--- src/wth_pkg.sv ---
// ============================================================================
// wth_pkg - windowed throughput histogram shared definitions
// Field widths, slice word codes, sequencer states and the bucket function.
// ============================================================================
package wth_pkg;

    localparam int TS_W        = 32;
    localparam int BYTES_W     = 48;
    localparam int WIN_W       = 16;
    localparam int WORD_W      = 32;
    localparam int IDX_W       = 4;
    localparam int CNT_W       = 16;
    localparam int SUM_W       = 48;
    localparam int NUM_W       = 58;
    localparam int DEN_W       = 32;
    localparam int NUM_BUCKETS = 12;
    localparam int BKT_W       = 4;
    localparam int DIV_STEPS   = NUM_W;
    localparam int DIV_CNT_W   = $clog2(DIV_STEPS);

    localparam logic [WIN_W-1:0] WIN_RESET = WIN_W'(1000);

    localparam logic [IDX_W-1:0] W_START = 4'd0;
    localparam logic [IDX_W-1:0] W_MIN   = 4'd1;
    localparam logic [IDX_W-1:0] W_MAX   = 4'd2;
    localparam logic [IDX_W-1:0] W_AVG   = 4'd3;
    localparam logic [IDX_W-1:0] W_LAST  = 4'd15;

    typedef enum logic [3:0] {
        ST_IDLE,
        ST_DIFF,
        ST_CHECK,
        ST_MUL1,
        ST_MUL2,
        ST_DIVGO,
        ST_RATE,
        ST_UPD1,
        ST_UPD2,
        ST_FLUSH,
        ST_AVG,
        ST_EMIT,
        ST_END
    } t_state;

    // log2 MB/s bucket of a KB/s rate
    function automatic logic [BKT_W-1:0] bucket_of(input logic [WORD_W-1:0] kbps);
        logic [BKT_W-1:0] b;
        b = '0;
        if (|kbps[WORD_W-1:20]) begin
            b = BKT_W'(NUM_BUCKETS - 1);
        end else begin
            for (int i = 0; i < 10; i++) begin
                if (kbps[10+i]) begin
                    b = BKT_W'(i + 1);
                end
            end
        end
        return b;
    endfunction

endpackage

--- src/wth_div.sv ---
// ============================================================================
// wth_div - serial restoring divider
// One quotient bit per cycle; quotient valid when o_done pulses.
// ============================================================================
module wth_div import wth_pkg::*; (
    input  logic             i_clk,
    input  logic             i_rst_n,
    input  logic             i_start,
    input  logic [NUM_W-1:0] i_num,
    input  logic [DEN_W-1:0] i_den,
    output logic             o_done,
    output logic [NUM_W-1:0] o_quot
);

    logic                 r_busy;
    logic                 r_done;
    logic [DIV_CNT_W-1:0] r_cnt;
    logic [DEN_W-1:0]     r_rem;
    logic [DEN_W-1:0]     r_den;
    logic [NUM_W-1:0]     r_q;

    logic [DEN_W:0] rem_sh;
    logic [DEN_W:0] rem_sub;
    logic           ge;

    assign rem_sh  = {r_rem, r_q[NUM_W-1]};
    assign ge      = rem_sh >= {1'b0, r_den};
    assign rem_sub = rem_sh - {1'b0, r_den};

    always_ff @(posedge i_clk) begin
        if (!i_rst_n) begin
            r_busy <= 1'b0;
            r_done <= 1'b0;
            r_cnt  <= '0;
        end else if (i_start) begin
            r_busy <= 1'b1;
            r_done <= 1'b0;
            r_cnt  <= '0;
        end else if (r_busy) begin
            r_cnt <= r_cnt + 1'b1;
            if (r_cnt == DIV_CNT_W'(DIV_STEPS - 1)) begin
                r_busy <= 1'b0;
                r_done <= 1'b1;
            end
        end else begin
            r_done <= 1'b0;
        end
    end

    always_ff @(posedge i_clk) begin
        if (i_start) begin
            r_q   <= i_num;
            r_rem <= '0;
            r_den <= i_den;
        end else if (r_busy) begin
            r_q   <= {r_q[NUM_W-2:0], ge};
            r_rem <= ge ? rem_sub[DEN_W-1:0] : rem_sh[DEN_W-1:0];
        end
    end

    assign o_done = r_done;
    assign o_quot = r_q;

endmodule

--- config.mk ---
export PLATFORM = sky130hd
export DESIGN_NAME = wth_div
export DESIGN_NICKNAME = d
export VERILOG_FILES = /design/src/wth_pkg.sv /design/src/wth_div.sv
export SDC_FILE = /design/constraint.sdc
export NUM_CORES = 1
export LEC_CHECK = 0
export ABC_AREA = 1
export BUFFER_PORTS_ARGS = -buffer_cell sky130_fd_sc_hd__buf_2
export CORE_MARGIN = 4
export CORE_UTILIZATION = 37
export CTS_BUF_LIST = sky130_fd_sc_hd__clkbuf_2
export CTS_CLUSTER_SIZE = 12
export DETAILED_ROUTE_END_ITERATION = 6
export PLACE_DENSITY = 0.66
export SYNTH_ARGS = -nofsm -noshare
export SYNTH_HDL_FRONTEND = slang
export SYNTH_SLANG_ARGS = --single-unit
--- constraint.sdc ---
create_clock -name i_clk -period 4.6 [get_ports i_clk]
set_clock_uncertainty 0.05 [all_clocks]
set_input_delay 0.92 -clock i_clk [delete_from_list [all_inputs] [get_ports i_clk]]
set_output_delay 0.92 -clock i_clk [all_outputs]
set_load 0.01 [all_outputs]
==> results of run 1 <==
## cell usage in the layout (no fill, tap or decap), drive strengths merged
cell,Yosys,layout
nand2,495,495
inv,185,194
buf,14,158
edfxtp,90,90
nand3,81,81
nor2,50,50
dfxtp,40,40
ha,34,34
a21oi,24,24
o21ai,19,19
clkbuf,15,18
nand3b,14,14
xnor2,13,13
nand4,8,8
nor3,7,7
clkinv,3,4
and2,3,3
o21bai,3,3
clkinvlp,0,3
xor2,2,2
nor4,2,2
a31oi,2,2
o21a,2,2
diode,0,1
a211oi,1,1
and3,1,1
fa,1,1
bufinv,0,1
## logic make-up after synthesis
logic type | after synthesis | synth area share
xor+xnor | 15 | 0.0164
compound gates | 51 | 0.0346
buf+inv | 217 | 0.108
simple gates | 661 | 0.348
fa+ha+maj | 35 | 0.0557
flops | 130 | 0.438
## worst reg2reg max path: cells and delay by family (launching register included)
kind            cells  cell delay, ps
compound gates      1             100
fa+ha+maj           1             340
buf+inv             2             110
flops               1             400
simple gates       11            1690
## power by group through the flow
stage | sequential [uW] | clock [uW] | combinational [uW]
final | 1390 | 722 | 368
after global routing | 1400 | 804 | 417
after CTS | 1390 | 745 | 374
after detailed placement | 1410 | 0 | 374
after global placement | 1410 | 0 | 370
after floorplan | 1430 | 0 | 190
## metal layers
metal / vias to the layer above / global-route usage / wire, microns
li1: 3737 / - / -
met4: 0 / 0.0404 / 271
met2: 244 / 0.276 / 9220
met5: - / 0 / 0
met3: 22 / 0.0534 / 1780
met1: 3229 / 0.238 / 9630
## stage by stage
step                      area [sq um]   util  cells  worst slack, ps
after floorplan                   8000      -   1109              993
after global placement            9000  0.425   1513             1730
after detailed placement          9000  0.425   1513             1690
after CTS                         9230  0.436   1545             1850
after global routing              9230  0.436   1546             1540
final                             9230  0.436   1546             1870
## worst max-delay path by stage
stage,start,cells after the start,end
4_1_cts,r_rem[6]$_SDFFE_PP0P_,14,r_rem[5]$_SDFFE_PP0P_
2_1_floorplan,i_start,4,o_quot[0]$_DFFE_PP_
5_1_grt,r_den[3]$_DFFE_PP_,15,r_rem[2]$_SDFFE_PP0P_
3_5_place_dp,i_start,4,o_quot[39]$_DFFE_PP_
3_3_place_gp,i_start,4,o_quot[31]$_DFFE_PP_
6_report,r_den[3]$_DFFE_PP_,15,r_rem[5]$_SDFFE_PP0P_
## cell type report
type | count | share of cell area
antenna | 1 | 0.000271
clock buffer | 18 | 0.00976
clock inverter | 14 | 0.0153
inverter | 188 | 0.0764
multi-input combinational | 762 | 0.394
sequential | 130 | 0.379
tap | 275 | 0.0373
timing repair buffer | 158 | 0.0878
## state kept, by name (all words and copies together), names as in the netlist
register,flops
o_done,1
o_quot,58
r_den,32
r_cnt,6
r_busy,1
r_rem,32
==> results.json, run 1 <==
{
  "synth_seq_cells": 130,
  "cp_max_fo": 32,
  "cts_buffers": 17,
  "die_w_microns": 155,
  "finalMaxSlewViolations": 0,
  "power-per-cell-area_mw_per_mm2": 268,
  "cts_sinks": 130,
  "timing.hold.ws_ps": 323,
  "p_leak_uw": 0.00495,
  "worstMarginPinSlew_ps": 708,
  "crit_path_frequent_cell": "nand2_1",
  "num_vias": 7232,
  "switching_share": 0.315,
  "routed_via_density": 4.68,
  "synthArstFlopShare": 0,
  "core-area_sq_mm": 0.0212,
  "syn_inst": 1109,
  "cts_max_path_buffers": 2,
  "cts_setup_buffers": 0,
  "crit_required_ps": 5200,
  "syn_area_sq_mm": 0.00800,
  "antenna_found_initial": 1,
  "hpwl_microns": 15800,
  "dr.pass1.iters": 6,
  "start_kind": "flop",
  "synth_largest_area_cell": "edfxtp_1",
  "cts.clk_slew.worst_paths_ps": 230,
  "track_usage": 0.175,
  "yosysMostFrequentCell": "nand2_1",
  "num_rows": 53,
  "crit_type": "reg -> reg",
  "hold_start": "i_den[29]",
  "critical-path-slowest-cell": "edfxtp_1",
  "grt_overflow": 0,
  "synth_edf_count": 90,
  "routedWlPerCell_microns": 13.5,
  "fill_cells": 2186,
  "p_seq_frac": 0.560,
  "drt_iter0_drc": 491,
  "synth_cell_type_count": 38,
  "intPower_uw": 1700,
  "grt_max_degree": 68,
  "outcome": "finished, final reports clean",
  "path_delay_family": "simple AND/OR/NAND/NOR gates",
  "grt_pass1_wl_microns": 34100,
  "min_period_ps": 2730,
  "rrSetupSlack_ps": 1870,
  "rr_worst_depth": 15,
  "insertion_delay_ps": 730,
  "synthesis.nets": 1237,
  "worstHoldPathType": "in -> reg",
  "setup_viol": 0,
  "cp.buffers_inverters": 2,
  "syn2layout_area_growth_pct": 15.5,
  "drtAntennaViolNets": 0,
  "ys.flop_type": "edfxtp_1",
  "final_nets": 1385,
  "ys_warn_count": 0,
  "synth_area_leaders": "edfxtp_1 34%, nand2_1 23%, dfxtp_1 10%, inv_1 8.6%, ha_1 5.3%",
  "pwr-share-clk": 0.291,
  "cts_root_buffer": "clkbuf_2",
  "drcViolationCount": 0,
  "multiInputGateArea_sq_mm": 0.00363,
  "total_power_uw": 2480,
  "ioPinCount": 152,
  "portBuffers": 151,
  "initial_core_util": 0.378,
  "globalplace.congestion": 0.952,
  "wirelength_microns": 20900,
  "slew_headroom": 0.528,
  "cts_tree": "yes",
  "synth_top_area_frac": 0.338,
  "first_global_vias": 6914,
  "fin_setup_tns_ps": 0,
  "ys_seq_area_frac": 0.438,
  "fmax_ghz": 0.366,
  "r2r-end": "r_rem[5]$_SDFFE_PP0P_",
  "seq_area_sq_mm": 0.00350,
  "die_h_microns": 155,
  "hold_viol": 0,
  "pwr-share-comb": 0.149,
  "rsz0062_at_grt": "false",
  "r2r-start": "r_den[3]$_DFFE_PP_",
  "critPathArrivalTime_ps": 3320,
  "ctsHoldBuffers": 0,
  "holdPathEnd": "r_den[29]$_DFFE_PP_",
  "max_cap_violations": 0,
  "synth_common_cells": "488 x nand2_1, 183 x inv_1, 90 x edfxtp_1, 73 x nand3_1, 43 x nor2_1",
  "crit_chain": "inv_1 -> ha_1 -> nand2_1 -> inv_1 -> nand2_1 -> nand2_1 -> nand2_1 -> nand3_2 -> nand2_1 -> nand2_1 -> nand2_2 -> nand2_4 -> nand2_1 -> nand3_1 -> o21ai_1",
  "ir_drop_mv": 0.149,
  "switchingPower_uw": 780,
  "cts_max_level": 4,
  "syn_area_per_cell_sq_um": 7.21,
  "whs_path_depth": 1,
  "final_layout_size_suffix_gt1_frac": 0.172,
  "endpoint_kind": "flop",
  "postCtsResizedCells": 0,
  "timing.final.crit_share": 0.593,
  "die_area_sq_mm": 0.0240,
  "cp_slowest_stage_delay_ps": 400
}
(Power assumes the default switching activity.)
==> run 2, diff against run 1 <==
Settings changed: PLACE_DENSITY 0.66 to 0.68.
Clock period 4.6 ns to 2.29 ns, I/O delays scaled along.
==> results.json, run 2 (synthesized netlist as in run 1, its figures left out) <==
{
  "portBuffers": 151,
  "ir_drop_mv": 0.331,
  "dpl-instance-area_sq_mm": 0.00933,
  "r2r-end": "r_rem[8]$_SDFFE_PP0P_",
  "outcome": "finished, final reports clean",
  "drt_iter0_drc": 584,
  "routed_via_density": 4.71,
  "cp_max_fo": 7,
  "critPathArrivalTime_ps": 2810,
  "slew_headroom": 0.685,
  "final_nets": 1525,
  "num_vias": 7936,
  "cp_slowest_stage_delay_ps": 420,
  "p_leak_uw": 0.00567,
  "initial_core_util": 0.378,
  "rrSetupSlack_ps": 80,
  "wirelength_microns": 24500,
  "num_rows": 53,
  "whs_path_depth": 2,
  "grt_busiest_layer": "met2",
  "core-area_sq_mm": 0.0212,
  "grt_overflow": 0,
  "antenna_found_initial": 1,
  "cts_sinks": 130,
  "cts_max_path_buffers": 2,
  "endpoint_kind": "flop",
  "die_area_sq_mm": 0.0240,
  "track_usage": 0.202,
  "hold_viol": 0,
  "final_layout_size_suffix_gt1_frac": 0.238,
  "min_period_ps": 2210,
  "fin_area_sq_mm": 0.0112,
  "drcViolationCount": 0,
  "die_h_microns": 155,
  "critical-path-slowest-cell": "edfxtp_1",
  "die_w_microns": 155,
  "cts_max_level": 4,
  "power-per-cell-area_mw_per_mm2": 479,
  "first_global_vias": 8059,
  "grt_pass1_wl_microns": 39200,
  "dr.pass1.iters": 5,
  "max_cap_violations": 0,
  "crit_type": "reg -> reg",
  "cts.clk_slew.worst_paths_ps": 290,
  "grt.met2_usage": 0.335,
  "final_common_cell": "nand2_1",
  "total_power_uw": 5340,
  "fmax_ghz": 0.452,
  "start_kind": "flop",
  "crit_path_frequent_cell": "nor2_4",
  "worstMarginPinSlew_ps": 472,
  "drtAntennaViolNets": 0,
  "ioPinCount": 152,
  "cp.buffers_inverters": 3,
  "timing.hold.ws_ps": 331,
  "holdPathEnd": "r_den[18]$_DFFE_PP_",
  "setup_viol": 0,
  "crit_chain": "inv_2 -> ha_4 -> nand2_4 -> nor2_4 -> nand2_2 -> nor2_4 -> nand2_2 -> nor2_4 -> nor2_4 -> buf_12 -> nand2_8 -> clkbuf_16 -> nand2_1 -> nand3_1 -> o21ai_1",
  "globalplace.congestion": 0.984,
  "hold_start": "i_den[18]",
  "crit_required_ps": 2880,
  "grt_max_degree": 71,
  "hpwl_microns": 16900,
  "grt_use_met3": 0.0484,
  "syn2layout_area_growth_pct": 39.5,
  "rr_worst_depth": 15,
  "largest_reg_flops": 58,
  "cts_root_buffer": "clkbuf_2",
  "routedWlPerCell_microns": 14.5,
  "path_delay_family": "simple AND/OR/NAND/NOR gates",
  "fin_cells": 1686,
  "insertion_delay_ps": 760,
  "timing.final.crit_share": 0.966,
  "cts_tree": "yes",
  "dp_cells": 1547,
  "r2r-start": "r_den[19]$_DFFE_PP_",
  "worstHoldPathType": "in -> reg",
  "finalMaxSlewViolations": 0,
  "cts_buffers": 17,
  "met1_usage": 0.262,
  "final_cell_mix": "459 x nand2_1, 179 x inv_1, 149 x buf_2"
}
## run 2: changes by cell type in the layout (fill, tap and decap cells not counted), sizes merged
cell	delta
dlygate4sd3	+92
buf	+46
clkbuf	+2
clkinv	+1
inv	-1
## run 2: area by class of cell
| type | count | area (sq um) |
|---|---|---|
| multi-input combinational | 762 | 4110 |
| antenna | 1 | 2.50 |
| tap | 275 | 344 |
| sequential | 130 | 3500 |
| clock inverter | 14 | 145 |
| fill | 1973 | 10000 |
| inverter | 188 | 706 |
| timing repair buffer | 298 | 2250 |
| clock buffer | 18 | 90.1 |
## run 2: worst max path at each step
| stage | from | endpoint | slack (ps) | cells after the start |
|---|---|---|---|---|
| after detailed placement | o_quot[57]$_DFFE_PP_ | r_rem[14]$_SDFFE_PP0P_ | -120 | 14 |
| after CTS | r_den[18]$_DFFE_PP_ | r_rem[27]$_SDFFE_PP0P_ | 7 | 17 |
| after floorplan | i_start | o_quot[0]$_DFFE_PP_ | 110 | 4 |
| after global placement | o_quot[57]$_DFFE_PP_ | r_rem[14]$_SDFFE_PP0P_ | -80 | 14 |
| after global routing | o_quot[57]$_DFFE_PP_ | r_rem[16]$_SDFFE_PP0P_ | -50 | 14 |
| final | r_den[19]$_DFFE_PP_ | r_rem[8]$_SDFFE_PP0P_ | 80 | 15 |
## run 2: what timing repair did
action / 4_1_cts / 5_1_grt
hold buffers: 92 / 0
endpoints found under the hold margin: 97 / 0
pin swaps: 3 / 16
buffers inserted: 4 / 9
setup endpoints to repair: 29 / 33
gates cloned: 0 / 2
gates resized for setup: 6 / 97
## run 2: worst reg2reg max path, delay by kind of cell (launching register included)
family	cells	cell delay, ps
AND/OR/NAND/NOR	10	890
flip-flops	1	420
buffers and inverters	3	350
adder cells (fa/ha/maj)	1	310
AO/OA/AOI/OAI	1	70
## run 2: metal layers
layer	part of all wire	vias to the layer above
li1	-	4018
met1	0.44	3577
met2	0.46	295
met3	0.067	46
met4	0.026	0
met5	0	-
## run 2: per-stage QoR
stage | TNS, ps | util | setup slack, ps
6_report | 0 | 0.527 | 77.0
2_1_floorplan | 0 | - | 113
5_1_grt | -247 | 0.527 | -45.9
3_3_place_gp | -224 | 0.441 | -76.1
3_5_place_dp | -459 | 0.441 | -119
4_1_cts | 0 | 0.499 | 7.01
## run 2: report_power, final
part           switching, uW  leakage, uW  internal (uW)
Clock                   1070     0.000137            437
Sequential              90.5      0.00123           2710
Combinational            561      0.00430            473
Total                   1720      0.00567           3610
